**src/rtl/buzzer_melody_sequencer_assert.svh**
```systemverilog
// Assertion macros for the buzzer melody sequencer.
// BMS_ASSERT_IMP checks a same-cycle implication, BMS_ASSERT_NXT a next-cycle one.
// Both sample on i_clk and stay quiet while i_rst_n is low.
`ifndef BUZZER_MELODY_SEQUENCER_ASSERT_SVH
`define BUZZER_MELODY_SEQUENCER_ASSERT_SVH

`ifndef SYNTHESIS

`define BMS_ASSERT_IMP(name, ante, cons, msg) \
    name: assert property (@(posedge i_clk) disable iff (!i_rst_n) (ante) |-> (cons)) \
        else $error(msg);

`define BMS_ASSERT_NXT(name, ante, cons, msg) \
    name: assert property (@(posedge i_clk) disable iff (!i_rst_n) (ante) |=> (cons)) \
        else $error(msg);

`else

`define BMS_ASSERT_IMP(name, ante, cons, msg)

`define BMS_ASSERT_NXT(name, ante, cons, msg)

`endif

`endif

```
**src/rtl/bms_pkg.sv**
```systemverilog
package bms_pkg;

    // Field widths
    localparam int FREQ_W     = 17;
    localparam int DUR_W      = 16;
    localparam int NOTE_W     = FREQ_W + DUR_W;
    localparam int PERIOD_W   = 26;
    localparam int HIGH_W     = 23;
    localparam int ELAPSED_W  = 17;
    localparam int TUNE_W     = 3;
    localparam int POS_W      = 3;
    localparam int CNT_W      = 3;
    localparam int LEN_W      = 4;
    localparam int CFG_IDX_W  = 3;

    // Behavior constants
    localparam int TICK_STEP    = 20;
    localparam int MAX_NOTES    = 6;
    localparam int STORED_NOTES = 6;
    localparam int PRESET_COUNT = 5;

    localparam logic [PERIOD_W-1:0]  PWM_CLOCK   = 26'd40000000;
    localparam logic [PERIOD_W-1:0]  PERIOD_MAX  = 26'd67108863;
    localparam logic [ELAPSED_W-1:0] ELAPSED_MAX = 17'd131071;
    localparam logic [POS_W-1:0]     STORED_LAST = POS_W'(STORED_NOTES - 1);

    // Divide by 10 through a reciprocal: floor(n * ceil(2^35/10) / 2^35) is exact below 2^26
    localparam int               RECIP_W     = 32;
    localparam int               RECIP_SHIFT = 35;
    localparam int               PRODUCT_W   = PERIOD_W + RECIP_W;
    localparam logic [RECIP_W-1:0] RECIP_10  = 32'd3435973837;

    // Serial divider
    localparam int                  DIV_STEPS = PERIOD_W;
    localparam int                  DIV_CNT_W = $clog2(DIV_STEPS);
    localparam logic [DIV_CNT_W-1:0] DIV_LAST = DIV_CNT_W'(DIV_STEPS - 1);

    // Tune selection codes
    localparam logic [TUNE_W-1:0] TUNE_CLICK     = 3'd0;
    localparam logic [TUNE_W-1:0] TUNE_POWER_ON  = 3'd1;
    localparam logic [TUNE_W-1:0] TUNE_LOW_POWER = 3'd2;
    localparam logic [TUNE_W-1:0] TUNE_WORK      = 3'd3;
    localparam logic [TUNE_W-1:0] TUNE_PAIR      = 3'd4;
    localparam logic [TUNE_W-1:0] TUNE_CUSTOM    = 3'd5;
    localparam logic [TUNE_W-1:0] TUNE_NONE      = 3'd7;

    // Configuration register indexes
    localparam logic [CFG_IDX_W-1:0] CFG_NOTE_COUNT = 3'd0;
    localparam logic [CFG_IDX_W-1:0] CFG_NOTE_0     = 3'd1;
    localparam logic [CFG_IDX_W-1:0] CFG_NOTE_1     = 3'd2;
    localparam logic [CFG_IDX_W-1:0] CFG_NOTE_2     = 3'd3;
    localparam logic [CFG_IDX_W-1:0] CFG_NOTE_3     = 3'd4;
    localparam logic [CFG_IDX_W-1:0] CFG_NOTE_4     = 3'd5;
    localparam logic [CFG_IDX_W-1:0] CFG_NOTE_5     = 3'd6;

    typedef enum logic [1:0] {
        KIND_TICK   = 2'd0,
        KIND_PRESET = 2'd1,
        KIND_CUSTOM = 2'd2,
        KIND_STOP   = 2'd3
    } t_kind;

    typedef struct packed {
        logic [FREQ_W-1:0] freq;
        logic [DUR_W-1:0]  dur;
    } t_note;

    localparam t_note NOTE_RESET_0 = 33'd131073000;

    // Micro-operations
    typedef enum logic [3:0] {
        UOP_NOP,
        UOP_ACCEPT,
        UOP_COMMAND,
        UOP_BEGIN,
        UOP_ADVANCE,
        UOP_DIV_LOAD,
        UOP_DIV_STEP,
        UOP_SCALE_MUL,
        UOP_SCALE_OUT,
        UOP_EMIT
    } t_uop;

    // Jump conditions
    typedef enum logic [2:0] {
        COND_NEVER,
        COND_ALWAYS,
        COND_NO_INPUT,
        COND_NO_NOTE_TICK,
        COND_PHASE_ON,
        COND_NO_PROGRAM,
        COND_DIV_BUSY,
        COND_OUT_STALL
    } t_ucond;

    typedef logic [3:0] t_upc;

    localparam t_upc UPC_FETCH    = 4'd0;
    localparam t_upc UPC_DISPATCH = 4'd1;
    localparam t_upc UPC_TEST     = 4'd2;
    localparam t_upc UPC_BEGIN    = 4'd3;
    localparam t_upc UPC_ADVANCE  = 4'd4;
    localparam t_upc UPC_DIV_LOAD = 4'd5;
    localparam t_upc UPC_DIV_STEP = 4'd6;
    localparam t_upc UPC_MUL      = 4'd7;
    localparam t_upc UPC_SCALE    = 4'd8;
    localparam t_upc UPC_EMIT     = 4'd9;
    localparam t_upc UPC_RETURN   = 4'd10;

    typedef struct packed {
        t_uop   op;
        t_ucond cond;
        t_upc   target;
    } t_uword;

    typedef struct packed {
        logic load;
        logic step;
    } t_div_cmd;

    // Control store: on a taken condition jump to target, else fall through
    function automatic t_uword ucode(input t_upc pc);
        t_uword w;
        case (pc)
            UPC_FETCH:    w = '{UOP_ACCEPT,    COND_NO_INPUT,     UPC_FETCH};
            UPC_DISPATCH: w = '{UOP_COMMAND,   COND_NO_NOTE_TICK, UPC_EMIT};
            UPC_TEST:     w = '{UOP_NOP,       COND_PHASE_ON,     UPC_ADVANCE};
            UPC_BEGIN:    w = '{UOP_BEGIN,     COND_ALWAYS,       UPC_DIV_LOAD};
            UPC_ADVANCE:  w = '{UOP_ADVANCE,   COND_NO_PROGRAM,   UPC_EMIT};
            UPC_DIV_LOAD: w = '{UOP_DIV_LOAD,  COND_NEVER,        UPC_FETCH};
            UPC_DIV_STEP: w = '{UOP_DIV_STEP,  COND_DIV_BUSY,     UPC_DIV_STEP};
            UPC_MUL:      w = '{UOP_SCALE_MUL, COND_NEVER,        UPC_FETCH};
            UPC_SCALE:    w = '{UOP_SCALE_OUT, COND_NEVER,        UPC_FETCH};
            UPC_EMIT:     w = '{UOP_EMIT,      COND_OUT_STALL,    UPC_EMIT};
            UPC_RETURN:   w = '{UOP_NOP,       COND_ALWAYS,       UPC_FETCH};
            default:      w = '{UOP_NOP,       COND_ALWAYS,       UPC_FETCH};
        endcase
        return w;
    endfunction

    function automatic t_note mk_note(input logic [FREQ_W-1:0] f, input logic [DUR_W-1:0] d);
        t_note n;
        n.freq = f;
        n.dur  = d;
        return n;
    endfunction

    function automatic logic [CNT_W-1:0] preset_len(input logic [TUNE_W-1:0] tune);
        logic [CNT_W-1:0] len;
        case (tune)
            TUNE_CLICK:     len = 3'd2;
            TUNE_POWER_ON:  len = 3'd6;
            TUNE_LOW_POWER: len = 3'd1;
            TUNE_WORK:      len = 3'd3;
            TUNE_PAIR:      len = 3'd5;
            default:        len = 3'd0;
        endcase
        return len;
    endfunction

    function automatic t_note preset_note(input logic [TUNE_W-1:0] tune,
                                          input logic [POS_W-1:0]  pos);
        t_note n;
        n = '0;
        case (tune)
            TUNE_CLICK: begin
                case (pos)
                    3'd0:    n = mk_note(17'd440,  16'd80);
                    3'd1:    n = mk_note(17'd587,  16'd80);
                    3'd2:    n = mk_note(17'd1912, 16'd60);
                    3'd3:    n = mk_note(17'd784,  16'd60);
                    3'd4:    n = mk_note(17'd3030, 16'd60);
                    3'd5:    n = mk_note(17'd3080, 16'd60);
                    default: n = '0;
                endcase
            end
            TUNE_POWER_ON: begin
                case (pos)
                    3'd0:    n = mk_note(17'd523, 16'd100);
                    3'd1:    n = mk_note(17'd587, 16'd100);
                    3'd2:    n = mk_note(17'd659, 16'd80);
                    3'd3:    n = mk_note(17'd784, 16'd60);
                    3'd4:    n = mk_note(17'd880, 16'd60);
                    3'd5:    n = mk_note(17'd988, 16'd60);
                    default: n = '0;
                endcase
            end
            TUNE_LOW_POWER: begin
                case (pos)
                    3'd0:    n = mk_note(17'd1274,   16'd100);
                    3'd1:    n = mk_note(17'd100000, 16'd20);
                    3'd2:    n = mk_note(17'd1912,   16'd60);
                    3'd3:    n = mk_note(17'd100000, 16'd20);
                    3'd4:    n = mk_note(17'd3030,   16'd60);
                    3'd5:    n = mk_note(17'd100000, 16'd20);
                    default: n = '0;
                endcase
            end
            TUNE_WORK: begin
                case (pos)
                    3'd0:    n = mk_note(17'd1274, 16'd100);
                    3'd1:    n = mk_note(17'd954,  16'd100);
                    3'd2:    n = mk_note(17'd1912, 16'd100);
                    default: n = '0;
                endcase
            end
            TUNE_PAIR: begin
                case (pos)
                    3'd0:    n = mk_note(17'd1016, 16'd100);
                    3'd1:    n = mk_note(17'd1252, 16'd60);
                    3'd2:    n = mk_note(17'd1512, 16'd100);
                    3'd3:    n = mk_note(17'd1984, 16'd60);
                    3'd4:    n = mk_note(17'd2230, 16'd100);
                    3'd5:    n = mk_note(17'd3080, 16'd60);
                    default: n = '0;
                endcase
            end
            default: n = '0;
        endcase
        return n;
    endfunction

endpackage

```
**src/rtl/bms_div.sv**
```systemverilog
module bms_div (
    input  logic                          i_clk,
    input  logic                          i_rst_n,
    input  bms_pkg::t_div_cmd             i_cmd,
    input  logic [bms_pkg::FREQ_W-1:0]    i_divisor,
    output logic [bms_pkg::PERIOD_W-1:0]  o_quotient,
    output logic                          o_last
);
    import bms_pkg::*;

    // Restoring division of the PWM clock by the note frequency, one bit per step
    logic [FREQ_W-1:0]    r_rem;
    logic [PERIOD_W-1:0]  r_quo;
    logic [FREQ_W-1:0]    r_divisor;
    logic [DIV_CNT_W-1:0] r_count;

    logic [FREQ_W:0] w_shift;
    logic [FREQ_W:0] w_diff;
    logic            w_fits;

    always_comb begin
        w_shift = {r_rem, r_quo[PERIOD_W-1]};
        w_diff  = w_shift - {1'b0, r_divisor};
        w_fits  = (w_shift >= {1'b0, r_divisor});
    end

    always_ff @(posedge i_clk) begin
        if (!i_rst_n) begin
            r_count <= '0;
        end else if (i_cmd.load) begin
            r_count <= DIV_LAST;
        end else if (i_cmd.step && (r_count != '0)) begin
            r_count <= r_count - 1'b1;
        end
    end

    always_ff @(posedge i_clk) begin
        if (i_cmd.load) begin
            r_rem     <= '0;
            r_quo     <= PWM_CLOCK;
            r_divisor <= i_divisor;
        end else if (i_cmd.step) begin
            r_rem <= w_fits ? w_diff[FREQ_W-1:0] : w_shift[FREQ_W-1:0];
            r_quo <= {r_quo[PERIOD_W-2:0], w_fits};
        end
    end

    assign o_quotient = r_quo;
    assign o_last     = (r_count == '0);

endmodule

```
**config.mk**
```make
export PLATFORM = sky130hd
export DESIGN_NAME = bms_div
export DESIGN_NICKNAME = d
export VERILOG_FILES = /design/src/rtl/buzzer_melody_sequencer_assert.svh /design/src/rtl/bms_pkg.sv /design/src/rtl/bms_div.sv
export SDC_FILE = /design/constraint.sdc
export NUM_CORES = 1
export LEC_CHECK = 0
export BUFFER_PORTS_ARGS = -buffer_cell sky130_fd_sc_hd__clkbuf_2
export CAP_MARGIN = 20
export CORE_ASPECT_RATIO = 1.1
export CORE_MARGIN = 2
export CORE_UTILIZATION = 35
export DETAILED_ROUTE_END_ITERATION = 8
export HOLD_SLACK_MARGIN = 0.05
export PLACE_DENSITY = 0.52
export SYNTH_ARGS = -nofsm -noshare
export SYNTH_HDL_FRONTEND = slang
export SYNTH_SLANG_ARGS = --single-unit
```
**constraint.sdc**
```tcl
create_clock -name i_clk -period 3.3 [get_ports i_clk]
set_input_delay 0 -clock i_clk [delete_from_list [all_inputs] [get_ports i_clk]]
set_output_delay 0 -clock i_clk [all_outputs]
set_load 0.05 [all_outputs]
```
---- Word level (Yosys, flattened, before mapping) ----
Index checks and enable logic that the tools add are counted.
word-level totals
  register bits after elaboration ......... 65
  bits of input ports ..................... 21
  output and inout port bits .............. 27
  word-level logic and storage cells ...... 17
operators by class
  add/sub/neg operators ................... 2
  order comparisons ....................... 1
  muxes and demuxes ....................... 3
  bitwise logic cells ..................... 1
  reduce and logical (&&, ||, !) cells .... 5
operator list
  cell                                               count
  >= comparator 18 x 17 -> 1 bit                     1
  2-to-1 mux 17 bit                                  1
  subtractor 17 bit                                  1
  2-to-1 mux 5 bit                                   2
  zero test 5 bit                                    1
  nonzero test 5 bit                                 1
  subtractor 5 x 1 -> 5 bit (second input constant)  1
  nonzero test 2 bit                                 1
  OR reduction 2 bit                                 1
  logical AND 1 bit                                  1
  inverter 1 bit                                     1

---- Logic depth before layout (Yosys ltp) ----
Gate-level depths: netlist (run 1).
  depth in word-level cells ............... 4
  gate-level depth with buffers ........... 12
  depth with buffers taken out ............ 10

---- Least setup slack after synthesis (run 1) ----
OpenSTA, ideal clock, no wires.
  path kind ............................... register to register
  start point ............................. register r_count[0]
  end point ............................... register r_count[3]
  setup time .............................. 0.138 ns
  arrival time ............................ 2.799 ns
  data required time ...................... 3.162 ns
  path slack .............................. 0.363 ns
  stages on the path, launching flop included .. 8
  path buffers ............................ 0
  clock period less this slack ............ 2.937 ns
  cells stage by stage .................... dfxtp_1 -> inv_1 -> ha_1 -> nor4b_1 -> nand2b_1 -> nor4_1 -> xnor2_1 -> a21boi_0
on the way
  word-level cells in the longest chain between the ends .. 3
  elaborated cells on any way between the ends .. 6
  classes of those cells .................. 1 x add/sub; 2 x mux; 3 x reduce/logical
RTL lines
  what                                                                    line                          text
  from (decl)                                                             bms_div.sv:15                 logic [DIV_CNT_W-1:0] r_count;
  from (signal assigned)                                                  bms_div.sv:33                 r_count <= r_count - 1'b1;
  subtractor 5 x 1 -> 5 bit / nonzero test 5 bit (equally long branches)  bms_div.sv:33, bms_div.sv:32
  2-to-1 mux 5 bit / logical AND 1 bit (equally long branches)            bms_div.sv:32                 end else if (i_cmd.step && (r_count != '0)) begin
  2-to-1 mux 5 bit / nonzero test 2 bit (equally long branches)           n/a
Several ways; a longest one is shown, not always the timed one. The select of a mux whose other input is x is not followed.
A chain may end at the register's enable or synchronous reset.

---- Worst setup path in the final report (run 1) ----
  start point ............................. register r_quo[25] (netlist: o_quotient[25])
  end point ............................... register r_rem[2]
on the way
  word-level cells in the longest chain between the ends .. 2
  elaborated cells on any way between the ends .. 3
  classes of those cells .................. 1 x add/sub; 1 x order compare; 1 x mux
RTL lines
  what                                                                        line                          text
  from (decl)                                                                 bms_div.sv:13                 logic [PERIOD_W-1:0] r_quo;
  from (signal assigned)                                                      bms_div.sv:44                 r_quo <= {r_quo[PERIOD_W-2:0], w_fits};
  subtractor 17 bit / >= comparator 18 x 17 -> 1 bit (equally long branches)  bms_div.sv:23, bms_div.sv:24
  2-to-1 mux 17 bit (*)                                                       bms_div.sv:43                 r_rem <= w_fits ? w_diff[FREQ_W-1:0] : w_shift[FREQ_W-1:0];
  to (signal assigned)                                                        bms_div.sv:43
  to (decl)                                                                   bms_div.sv:12                 logic [FREQ_W-1:0] r_rem;
Every way passes the cells marked *; elsewhere a longest branch is shown, timed or not.

==> impl_metrics.json, run 1 <==
{
  "outcome": "completed",
  "cts_root_buf": "clkbuf_8",
  "die_h_um": 108,
  "drt_first_pass_iters": 4,
  "worst-path-stages": 10,
  "cp_slowest_cell": "or4_1",
  "cp_cell_sequence": "inv_1, ha_1, inv_1, fa_1, a21o_1, a221oi_2, o21ai_2, and4_4, or4_1, o311ai_1",
  "syn_avg_cell_area_um2": 9.28,
  "tns_ns": 0,
  "cts_buffers": 9,
  "grt_start_max_net_pins": 37,
  "required_ns": 3.53,
  "crit_fanout": 15,
  "antenna_found_initial": 0,
  "finalSetupViolCount": 0,
  "dpl_worst_slack_ns": 0.514,
  "tightest_slew_ns": 0.812,
  "final_cells": 557,
  "ios": 48,
  "final_cell_mix": "dfxtp_1, clkbuf_2, nor2_1",
  "cts_hold_buf": 18,
  "grt_pass1_wl_um": 13500,
  "nets": 473,
  "place_congestion": 0.903,
  "grt_usage_pct": 15.9,
  "p_leak_nw": 1.86,
  "drcViolationCount": 0,
  "cts.path.max_buffers": 2,
  "clock.fmax_mhz": 353,
  "end_kind": "flop",
  "area_growth_pct": 20.2,
  "cts_tree": "done",
  "fin_ws_ns": 0.469,
  "yosysWarnings": 0,
  "worstHoldPathType": "primary input to flop",
  "timing.max_slew.rel_slack_pct": 45.8,
  "vias_per_cell": 5.34,
  "cap_violations": 0,
  "dieArea_mm2": 0.0107,
  "place_area_mm2": 0.00378,
  "rsz0062_at_grt": "no",
  "drtIter0Drc": 163,
  "hpwl_um": 5690,
  "post-cts-setup-buffers": 0,
  "path_buf_inv": 2,
  "finalPower_mw": 2.05,
  "diodes": 0,
  "seq_area_frac_synth_pct": 42.6,
  "ant_nets": 0,
  "syn_area_mm2": 0.00345,
  "vias": 2977,
  "power_density_mw_per_mm2": 495,
  "placedCellCount": 523,
  "layout_commonest_cell": "dfxtp_1",
  "finalCoreUtilization_pct": 42.6,
  "core_area_mm2": 0.00975,
  "worstSkewPairLatency_ns": 0.34,
  "netlist_instances": 372,
  "final_area_mm2": 0.00415,
  "synth.net_count": 413,
  "critical-path-max-stage-delay_ns": 0.48,
  "start_kind": "flop",
  "ys_ff_latch": 65,
  "start_util_pct": 35.4,
  "ctsResizeCount": 0,
  "cpMostUsedCell": "inv_1",
  "wl_um": 8150,
  "async_flop_share_pct": 0,
  "path_clk_slew_ns": 0.08,
  "finalClockSkew_ns": 0.0127,
  "whs_ns": 0.288,
  "fillerInstances": 954,
  "wl_per_cell_um": 14.6,
  "min_period_over_period_pct": 85.8,
  "cts_max_level": 3,
  "period_needed_ns": 2.83,
  "ir_drop_mv": 0.343,
  "cp_top_family": "compound AO/OA/AOI/OAI gates",
  "r2r_cells": 10,
  "portBuffers": 47,
  "drive_gt1_share_pct": 16.9,
  "synth_ff_type": "dfxtp_1",
  "synthDistinctLibCells": 53,
  "row_count": 38,
  "hold_viol_final": 0,
  "worstPathArrival_ns": 3.06,
  "synth_edf_count": 17,
  "hold-path-cell-count": 2,
  "grt_pass1_vias": 2741,
  "clock_sinks": 65,
  "grt_overflow": 0,
  "criticalPathCategory": "flop to flop",
  "die_x_um": 98.7,
  "finalMaxSlewViolations": 0
}
-- logic make-up (layout without fill, tap and decap cells) --
| family | count (synthesis) | after routing | synth area share, % |
|---|---|---|---|
| buf+inv | 45 | 110 | 5.33 |
| mux | 24 | 24 | 6.96 |
| simple gates | 121 | 121 | 16.8 |
| flops | 65 | 65 | 42.6 |
| xor+xnor | 13 | 13 | 3.30 |
| compound gates | 84 | 84 | 17.5 |
| fa+ha+maj | 20 | 20 | 7.47 |
-- state kept, by name (all words and copies together), names as in the netlist --
register and count:
o_quotient 26, r_divisor 17, r_rem 17, r_count 5
-- layer usage --
metal | track usage (%) | routed length [µm] | up-vias
met3 | 4.01 | 406 | 13
met4 | 5.87 | 132 | 0
met2 | 25.9 | 3790 | 79
li1 | - | - | 1474
met1 | 20.4 | 3820 | 1411
met5 | 0 | 0 | -
-- where the power goes --
part | switching, mW | internal [mW] | total, mW
clock network | 0.328 | 0.324 | 0.652
registers | 0.0358 | 0.873 | 0.909
logic | 0.303 | 0.189 | 0.492
total | 0.667 | 1.39 | 2.05
-- worst reg2reg max path, cell delays in order (launching register included) --
cell	delay, ns
dfxtp_1	0.33
inv_1	0.08
ha_1	0.15
inv_1	0.05
fa_1	0.40
a21o_1	0.23
a221oi_2	0.47
o21ai_2	0.13
and4_4	0.27
or4_1	0.48
o311ai_1	0.11
-- path summary, 6_finish.rpt --
path,startpoint,to,slack [ns]
setup / recovery,o_quotient[25]$_SDFFE_PP1P_,r_rem[2]$_SDFFE_PP0P_,0.47
hold / removal,i_cmd[1],o_quotient[7]$_SDFFE_PP0P_,0.29
setup reg to reg,o_quotient[25]$_SDFFE_PP1P_,r_rem[2]$_SDFFE_PP0P_,0.47
hold reg to reg,r_rem[1]$_SDFFE_PP0P_,r_rem[1]$_SDFFE_PP0P_,0.51
-- cells in the mapped netlist, drive strengths merged, types with 5 or more instances --
library cell  count  area, µm²
and3             10       62.6
dfxtp            48        961
xnor2            11       96.3
a211oi            5       37.5
nor3              6       30.0
clkbuf           12       45.0
edfxtp           17        510
nand2            24       90.1
buf               8       45.0
nor2             41        154
o21ai            20        104
a31oi             6       37.5
inv              25       93.8
mux2i            24        240
a311oi            9       78.8
ha               19        238
a21o              5       37.5
a21oi            14       73.8
nand3            17       85.1
-- layout make-up --
class / count / area [µm²] / area share [%]
Sequential cell: 65 / 1470 / 35.5
Tap cell: 120 / 150 / 3.62
Timing Repair Buffer: 69 / 445 / 10.7
Clock inverter: 6 / 43.8 / 1.06
Multi-Input combinational cell: 262 / 1800 / 43.3
Inverter: 25 / 93.8 / 2.26
Clock buffer: 10 / 149 / 3.59
(Power assumes the default switching activity.)
==> inputs of run 2 (changes only) <==
--- a/config.mk
+++ b/config.mk
@@ -5,14 +5,16 @@
 export SDC_FILE = /design/constraint.sdc
 export NUM_CORES = 1
 export LEC_CHECK = 0
+export ABC_AREA = 1
 export BUFFER_PORTS_ARGS = -buffer_cell sky130_fd_sc_hd__clkbuf_2
 export CAP_MARGIN = 20
 export CORE_ASPECT_RATIO = 1.1
 export CORE_MARGIN = 2
-export CORE_UTILIZATION = 35
+export CORE_UTILIZATION = 58
 export DETAILED_ROUTE_END_ITERATION = 8
+export GPL_ROUTABILITY_DRIVEN = 1
 export HOLD_SLACK_MARGIN = 0.05
-export PLACE_DENSITY = 0.52
+export PLACE_DENSITY = 0.79
 export SYNTH_ARGS = -nofsm -noshare
 export SYNTH_HDL_FRONTEND = slang
 export SYNTH_SLANG_ARGS = --single-unit
==> run 2 against run 1 <==
Non-clock buffer count fell by 1. Worst setup slack improved by 0.55 ns. Via count is 17% higher. First-iteration DRC count rose by 45%. Wire length increased by 3.0%. Clock skew about the same. Clock power is 2% higher. Worst hold slack lost 0.087 ns. Die area down 34%. Sequential share of layout area down 1.8 points. Sequential power up 2%. Highest routed layer unchanged.
==> impl_metrics.json, run 2 <==
{
  "ir_drop_mv": 0.354,
  "cts_hold_buf": 18,
  "cap_violations": 0,
  "clock.fmax_mhz": 438,
  "rsz0062_at_grt": "no",
  "criticalPathCategory": "flop to flop",
  "finalPower_mw": 2.19,
  "intPower_mw": 1.44,
  "fin_ws_ns": 1.02,
  "syn_avg_cell_area_um2": 6.92,
  "synthTopCellsByCount": "nand2_1, inv_1, nor2_1",
  "dieArea_mm2": 0.00705,
  "row_count": 30,
  "cts_max_level": 3,
  "final_cells": 684,
  "final_cell_mix": "nand2_1, inv_1, nor2_1",
  "tns_ns": 0,
  "post-cts-setup-buffers": 0,
  "start_util_pct": 59.9,
  "grt_start_max_net_pins": 39,
  "die_x_um": 80.2,
  "finalClockSkew_ns": 0.0123,
  "vias": 3481,
  "ios": 48,
  "portBuffers": 47,
  "clock_sinks": 65,
  "cts.path.max_buffers": 2,
  "p_sw_uw": 751,
  "grt_usage_pct": 25.1,
  "synth_top_area_share_pct": 25.9,
  "hold_end": "r_rem[5]$_SDFFE_PP0P_",
  "min_period_over_period_pct": 69.2,
  "place_congestion": 0.900,
  "ctsResizeCount": 0,
  "wl_um": 8390,
  "worstPathArrival_ns": 2.54,
  "hpwl_um": 5860,
  "crit_fanout": 21,
  "synth_most_common_cell": "nand2_1",
  "drive_gt1_share_pct": 14.2,
  "placedCellCount": 650,
  "worstSkewPairLatency_ns": 0.33,
  "cts_buffers": 9,
  "nets": 640,
  "worstHoldPathType": "primary input to flop",
  "synth_area_leaders": "dfxtp_1, nand2_1, edfxtp_1",
  "pwr-share-comb_pct": 27.3,
  "synth_top_area_cell": "dfxtp_1",
  "start_kind": "flop",
  "synth.net_count": 577,
  "path_clk_slew_ns": 0.07,
  "regToRegEndpoint": "r_rem[6]$_SDFFE_PP0P_",
  "hp-start": "i_cmd[1]",
  "p_clk_share_pct": 30.4,
  "ant_nets": 0,
  "drtIter0Drc": 236,
  "cts_tree": "done",
  "synth_ff_type": "dfxtp_1",
  "power_density_mw_per_mm2": 501,
  "syn_area_mm2": 0.00371,
  "drt_first_pass_iters": 4,
  "period_needed_ns": 2.28,
  "hold-path-cell-count": 3,
  "cts_root_buf": "clkbuf_8",
  "diodes": 0,
  "layout_commonest_cell": "nand2_1",
  "switching_share_pct": 34.3,
  "yosysWarnings": 0,
  "grt_pass1_wl_um": 13900,
  "vias_per_cell": 5.09,
  "hold_viol_final": 0,
  "die_h_um": 87.9,
  "grt_overflow": 0,
  "dpl_worst_slack_ns": 1.06,
  "tightest_slew_ns": 0.727,
  "core_area_mm2": 0.00619,
  "antenna_found_initial": 0,
  "seqPwrFrac_pct": 42.3,
  "synth_edf_count": 17,
  "async_flop_share_pct": 0,
  "seq_area_frac_synth_pct": 39.7,
  "timing.max_slew.rel_slack_pct": 51.5,
  "fillerInstances": 520,
  "finalSetupViolCount": 0,
  "synthDistinctLibCells": 35,
  "reg2reg_from": "o_quotient[25]$_SDFFE_PP1P_",
  "end_kind": "flop",
  "outcome": "completed",
  "ff2ff_setup_slack_ns": 1.02,
  "grt_pass1_vias": 3211,
  "wl_per_cell_um": 12.3,
  "r2r_cells": 13,
  "finalMaxSlewViolations": 0,
  "p_leak_nw": 2.30,
  "netlist_instances": 536,
  "area_growth_pct": 17.8,
  "ys_ff_latch": 65,
  "required_ns": 3.56,
  "largest_register_ff_count": 26,
  "drcViolationCount": 0
}
[run 2: cell count changes after synthesis, moves of 8 or more]
| cell | before | now |
|---|---|---|
| nand2_1 | 24 | 140 |
| inv_1 | 25 | 91 |
| mux2i_1 | 24 | 0 |
| nand3_1 | 17 | 41 |
| nor2_1 | 41 | 65 |
| a21oi_1 | 13 | 26 |
| o21ai_0 | 19 | 30 |
| xnor2_1 | 11 | 0 |
| a311oi_1 | 9 | 0 |
| and3_1 | 10 | 1 |
| nand2_2 | 0 | 8 |
[run 2: layout make-up]
type,instances,area [µm²],area share (%)
Inverter,93,349,7.99
Clock buffer,13,180,4.12
Sequential cell,65,1470,33.7
Tap cell,80,100,2.29
Clock inverter,3,21.3,0.487
Timing Repair Buffer,68,438,10.0
Multi-Input combinational cell,362,1810,41.4
[run 2: how the worst max path moves through the flow]
| stage | from | end | slack (ns) |
|---|---|---|---|
| after floorplan | o_quotient[25]$_SDFFE_PP1P_ | r_rem[4]$_SDFFE_PP0P_ | 1.14 |
| after global placement | o_quotient[25]$_SDFFE_PP1P_ | r_rem[5]$_SDFFE_PP0P_ | 1.14 |
| after detailed placement | o_quotient[25]$_SDFFE_PP1P_ | r_rem[6]$_SDFFE_PP0P_ | 1.06 |
| after CTS | o_quotient[25]$_SDFFE_PP1P_ | r_rem[6]$_SDFFE_PP0P_ | 1.02 |
| after global routing | o_quotient[25]$_SDFFE_PP1P_ | r_rem[7]$_SDFFE_PP0P_ | 0.80 |
| final | o_quotient[25]$_SDFFE_PP1P_ | r_rem[6]$_SDFFE_PP0P_ | 1.02 |
[run 2: stage by stage]
step	utilization (%)	hold WS, ns	instance area (µm²)
2_1_floorplan	-	0.0989	3710
3_3_place_gp	64.4	0.177	3990
3_5_place_dp	64.4	0.179	3990
4_1_cts	70.6	0.187	4370
5_1_grt	70.6	0.220	4370
6_report	70.6	0.201	4370
[run 2: worst max-delay path: stages (launching register included)]
cell and delay (ns):
dfxtp_1 0.31, inv_1 0.09, ha_1 0.16, inv_1 0.09, fa_1 0.46, nand3_2 0.13, nand3_2 0.09, nand2_2 0.18
nand2_4 0.20, inv_2 0.14, nand2_1 0.10, nor2_1 0.12, nor2_1 0.05, nor2_1 0.08
[run 2: logic make-up after synthesis]
family,after synthesis,synth area share [%]
compound gates,64,9.08
xor+xnor,4,0.945
buf+inv,109,11.5
simple gates,274,31.8
flops,65,39.7
fa+ha+maj,20,6.95
[run 2: metal layers]
metal  share of wire [%]  global-route usage [%]  wire, µm
met5                   0                       0         0
met2                  48                    43.1      4030
met3                 5.3                    5.67       441
met1                  46                    31.9      3870
met4                0.70                    6.47        59
[run 2: power by group through the flow]
stage               clock network, mW  registers, mW  logic [mW]
floorplan                           0           1.01       0.384
global placement                    0          0.940       0.565
detailed placement                  0          0.942       0.573
CTS                             0.683          0.925       0.593
global route                    0.711          0.933       0.666
finish                          0.666          0.927       0.597
==> inputs of run 3 (changes only) <==
--- a/config.mk
+++ b/config.mk
@@ -5,16 +5,16 @@
 export SDC_FILE = /design/constraint.sdc
 export NUM_CORES = 1
 export LEC_CHECK = 0
-export ABC_AREA = 1
+export ABC_AREA = 0
 export BUFFER_PORTS_ARGS = -buffer_cell sky130_fd_sc_hd__clkbuf_2
 export CAP_MARGIN = 20
 export CORE_ASPECT_RATIO = 1.1
 export CORE_MARGIN = 2
-export CORE_UTILIZATION = 58
+export CORE_UTILIZATION = 57
 export DETAILED_ROUTE_END_ITERATION = 8
 export GPL_ROUTABILITY_DRIVEN = 1
 export HOLD_SLACK_MARGIN = 0.05
-export PLACE_DENSITY = 0.79
+export PLACE_DENSITY = 0.78
 export SYNTH_ARGS = -nofsm -noshare
 export SYNTH_HDL_FRONTEND = slang
 export SYNTH_SLANG_ARGS = --single-unit
==> constraint.sdc (replaced) <==
create_clock -name i_clk -period 2.4 [get_ports i_clk]
set_input_delay 0 -clock i_clk [delete_from_list [all_inputs] [get_ports i_clk]]
set_output_delay 0 -clock i_clk [all_outputs]
set_load 0.05 [all_outputs]
==> run 3 against run 2 <==
Wire length shrank 0.24%. Sequential cell count is the same. Power grew 39%. Largest power group unchanged. Non-clock buffer count grew 20. Register-to-register slack lost 0.96 ns. First-iteration DRC count shrank 6.4%. Final area shrank 0.14%. Critical path type unchanged. Cell count shrank 22%. Combinational power grew 27%.
==> impl_metrics.json, run 3 (same netlist as run 1, synthesis figures left out) <==
{
  "place_congestion": 0.936,
  "row_count": 29,
  "period_needed_ns": 2.34,
  "wl_per_cell_um": 15.7,
  "fillerInstances": 413,
  "drive_gt1_share_pct": 23.7,
  "final_area_mm2": 0.00436,
  "ios": 48,
  "rsz0062_at_grt": "yes",
  "r2r_cells": 10,
  "switching_share_pct": 31.0,
  "ant_nets": 0,
  "grt_pass1_wl_um": 13700,
  "area_growth_pct": 26.5,
  "clock.fmax_mhz": 427,
  "intPower_mw": 2.10,
  "power_density_mw_per_mm2": 698,
  "required_ns": 2.59,
  "final_cells": 533,
  "portBuffers": 47,
  "tns_ns": 0,
  "die_x_um": 78.2,
  "finalPower_mw": 3.05,
  "worstPathArrival_ns": 2.53,
  "dieArea_mm2": 0.00669,
  "cp_slowest_cell": "dfxtp_4",
  "criticalPathCategory": "flop to flop",
  "drtIter0Drc": 221,
  "finalClockSkew_ns": 0.00885,
  "clock_sinks": 65,
  "vias": 3114,
  "crit_end": "o_quotient[0]$_SDFFE_PP0P_",
  "critical-path-max-stage-delay_ns": 0.36,
  "end_kind": "flop",
  "largest_register_ff_count": 26,
  "cts.path.max_buffers": 2,
  "die_h_um": 85.6,
  "hpwl_um": 5660,
  "finalMaxSlewViolations": 0,
  "outcome": "completed",
  "grt_usage_pct": 25.9,
  "p_clk_share_pct": 33.8,
  "cap_violations": 0,
  "crit_start": "o_quotient[25]$_SDFFE_PP1P_",
  "regToRegEndpoint": "o_quotient[0]$_SDFFE_PP0P_",
  "cts_tree": "done",
  "worstSkewPairLatency_ns": 0.35,
  "pwr-share-comb_pct": 25.0,
  "worstHoldPathType": "primary input to flop",
  "start_util_pct": 59.4,
  "tightest_slew_ns": 0.720,
  "min_period_over_period_pct": 97.6,
  "vias_per_cell": 5.84,
  "place_area_mm2": 0.00388,
  "nets": 492,
  "cts_max_level": 3,
  "timing.max_slew.rel_slack_pct": 52.0,
  "diodes": 0,
  "ff2ff_setup_slack_ns": 0.06,
  "p_leak_nw": 1.99,
  "wl_um": 8370,
  "start_kind": "flop",
  "core_area_mm2": 0.00581,
  "reg2reg_from": "o_quotient[25]$_SDFFE_PP1P_",
  "seqPwrFrac_pct": 41.3,
  "grt_start_max_net_pins": 58,
  "worst-path-stages": 10,
  "path_clk_slew_ns": 0.08,
  "placedCellCount": 495,
  "cp_top_family": "compound AO/OA/AOI/OAI gates",
  "grt_overflow": 0,
  "crit_fanout": 8,
  "cp_cell_sequence": "inv_4, ha_4, inv_2, fa_2, a21o_1, a221oi_4, o21ai_2, and4_4, nor2_1, a211oi_1",
  "p_sw_uw": 945,
  "finalSetupViolCount": 0,
  "ir_drop_mv": 0.509,
  "final_cell_mix": "clkbuf_2, dfxtp_1, nor2_1",
  "antenna_found_initial": 0,
  "path_buf_inv": 2,
  "cts_buffers": 9,
  "drt_first_pass_iters": 4,
  "grt_pass1_vias": 3038,
  "drcViolationCount": 0,
  "hold_viol_final": 0,
  "cts_root_buf": "clkbuf_8"
}
## run 3: how the worst min path moves through the flow
stage | startpoint | endpoint | slack [ns] | cells after the start
2_1_floorplan | i_divisor[0] | r_divisor[0]$_DFFE_PP_ | 0.1 | 0
3_3_place_gp | i_divisor[12] | r_divisor[12]$_DFFE_PP_ | 0.18 | 1
3_5_place_dp | i_divisor[2] | r_divisor[2]$_DFFE_PP_ | 0.18 | 1
4_1_cts | i_cmd[1] | o_quotient[2]$_SDFFE_PP0P_ | 0.11 | 2
5_1_grt | i_cmd[1] | o_quotient[2]$_SDFFE_PP0P_ | 0.15 | 2
6_report | i_cmd[1] | o_quotient[1]$_SDFFE_PP0P_ | 0.13 | 2
## run 3: power groups by stage
| stage | logic [mW] | clock network [mW] | registers [mW] |
|---|---|---|---|
| after floorplan | 0.448 | 0 | 1.34 |
| after CTS | 0.729 | 1.04 | 1.26 |
| after global routing | 0.830 | 1.09 | 1.26 |
| after detailed placement | 0.694 | 0 | 1.28 |
| final | 0.760 | 1.03 | 1.26 |
| after global placement | 0.682 | 0 | 1.27 |
## run 3: repair_timing
action                     CTS  global route
resized for setup            0            12
hold endpoints to repair    22             0
buffers inserted             1             2
hold buffers                18             0
cloned                       0             1
setup endpoints to repair    1            14
pin swaps                    0            11
## run 3: routing by layer
layer / routed length, µm / part of all wire (%) / vias up / GRT usage [%]
met5: 0 / 0 / - / 0
met4: 180 / 2.1 / 0 / 11.3
met3: 463 / 5.5 / 16 / 5.89
met2: 4200 / 50 / 108 / 45.8
met1: 3530 / 42 / 1462 / 30.2
li1: - / - / 1528 / -
## run 3: layout make-up
cell class / count / area, µm² / share of cell area (%)
repair buffers: 88 / 589 / 13.5
inverters: 25 / 96.3 / 2.21
well taps: 77 / 96.3 / 2.21
flip-flops and latches: 65 / 1480 / 33.8
clock buffers: 10 / 128 / 2.92
multi-input cells: 262 / 1890 / 43.3
clock inverters: 6 / 88.8 / 2.04
## run 3: per-stage QoR
step / utilization, % / setup WS (ns) / hold WS [ns]
after floorplan: - / -0.107 / 0.0989
after global placement: 66.9 / 0.0769 / 0.176
after detailed placement: 66.9 / 0.0199 / 0.179
after CTS: 73.8 / 0.0100 / 0.115
after global routing: 75.2 / -0.113 / 0.152
final: 75.2 / 0.0587 / 0.131
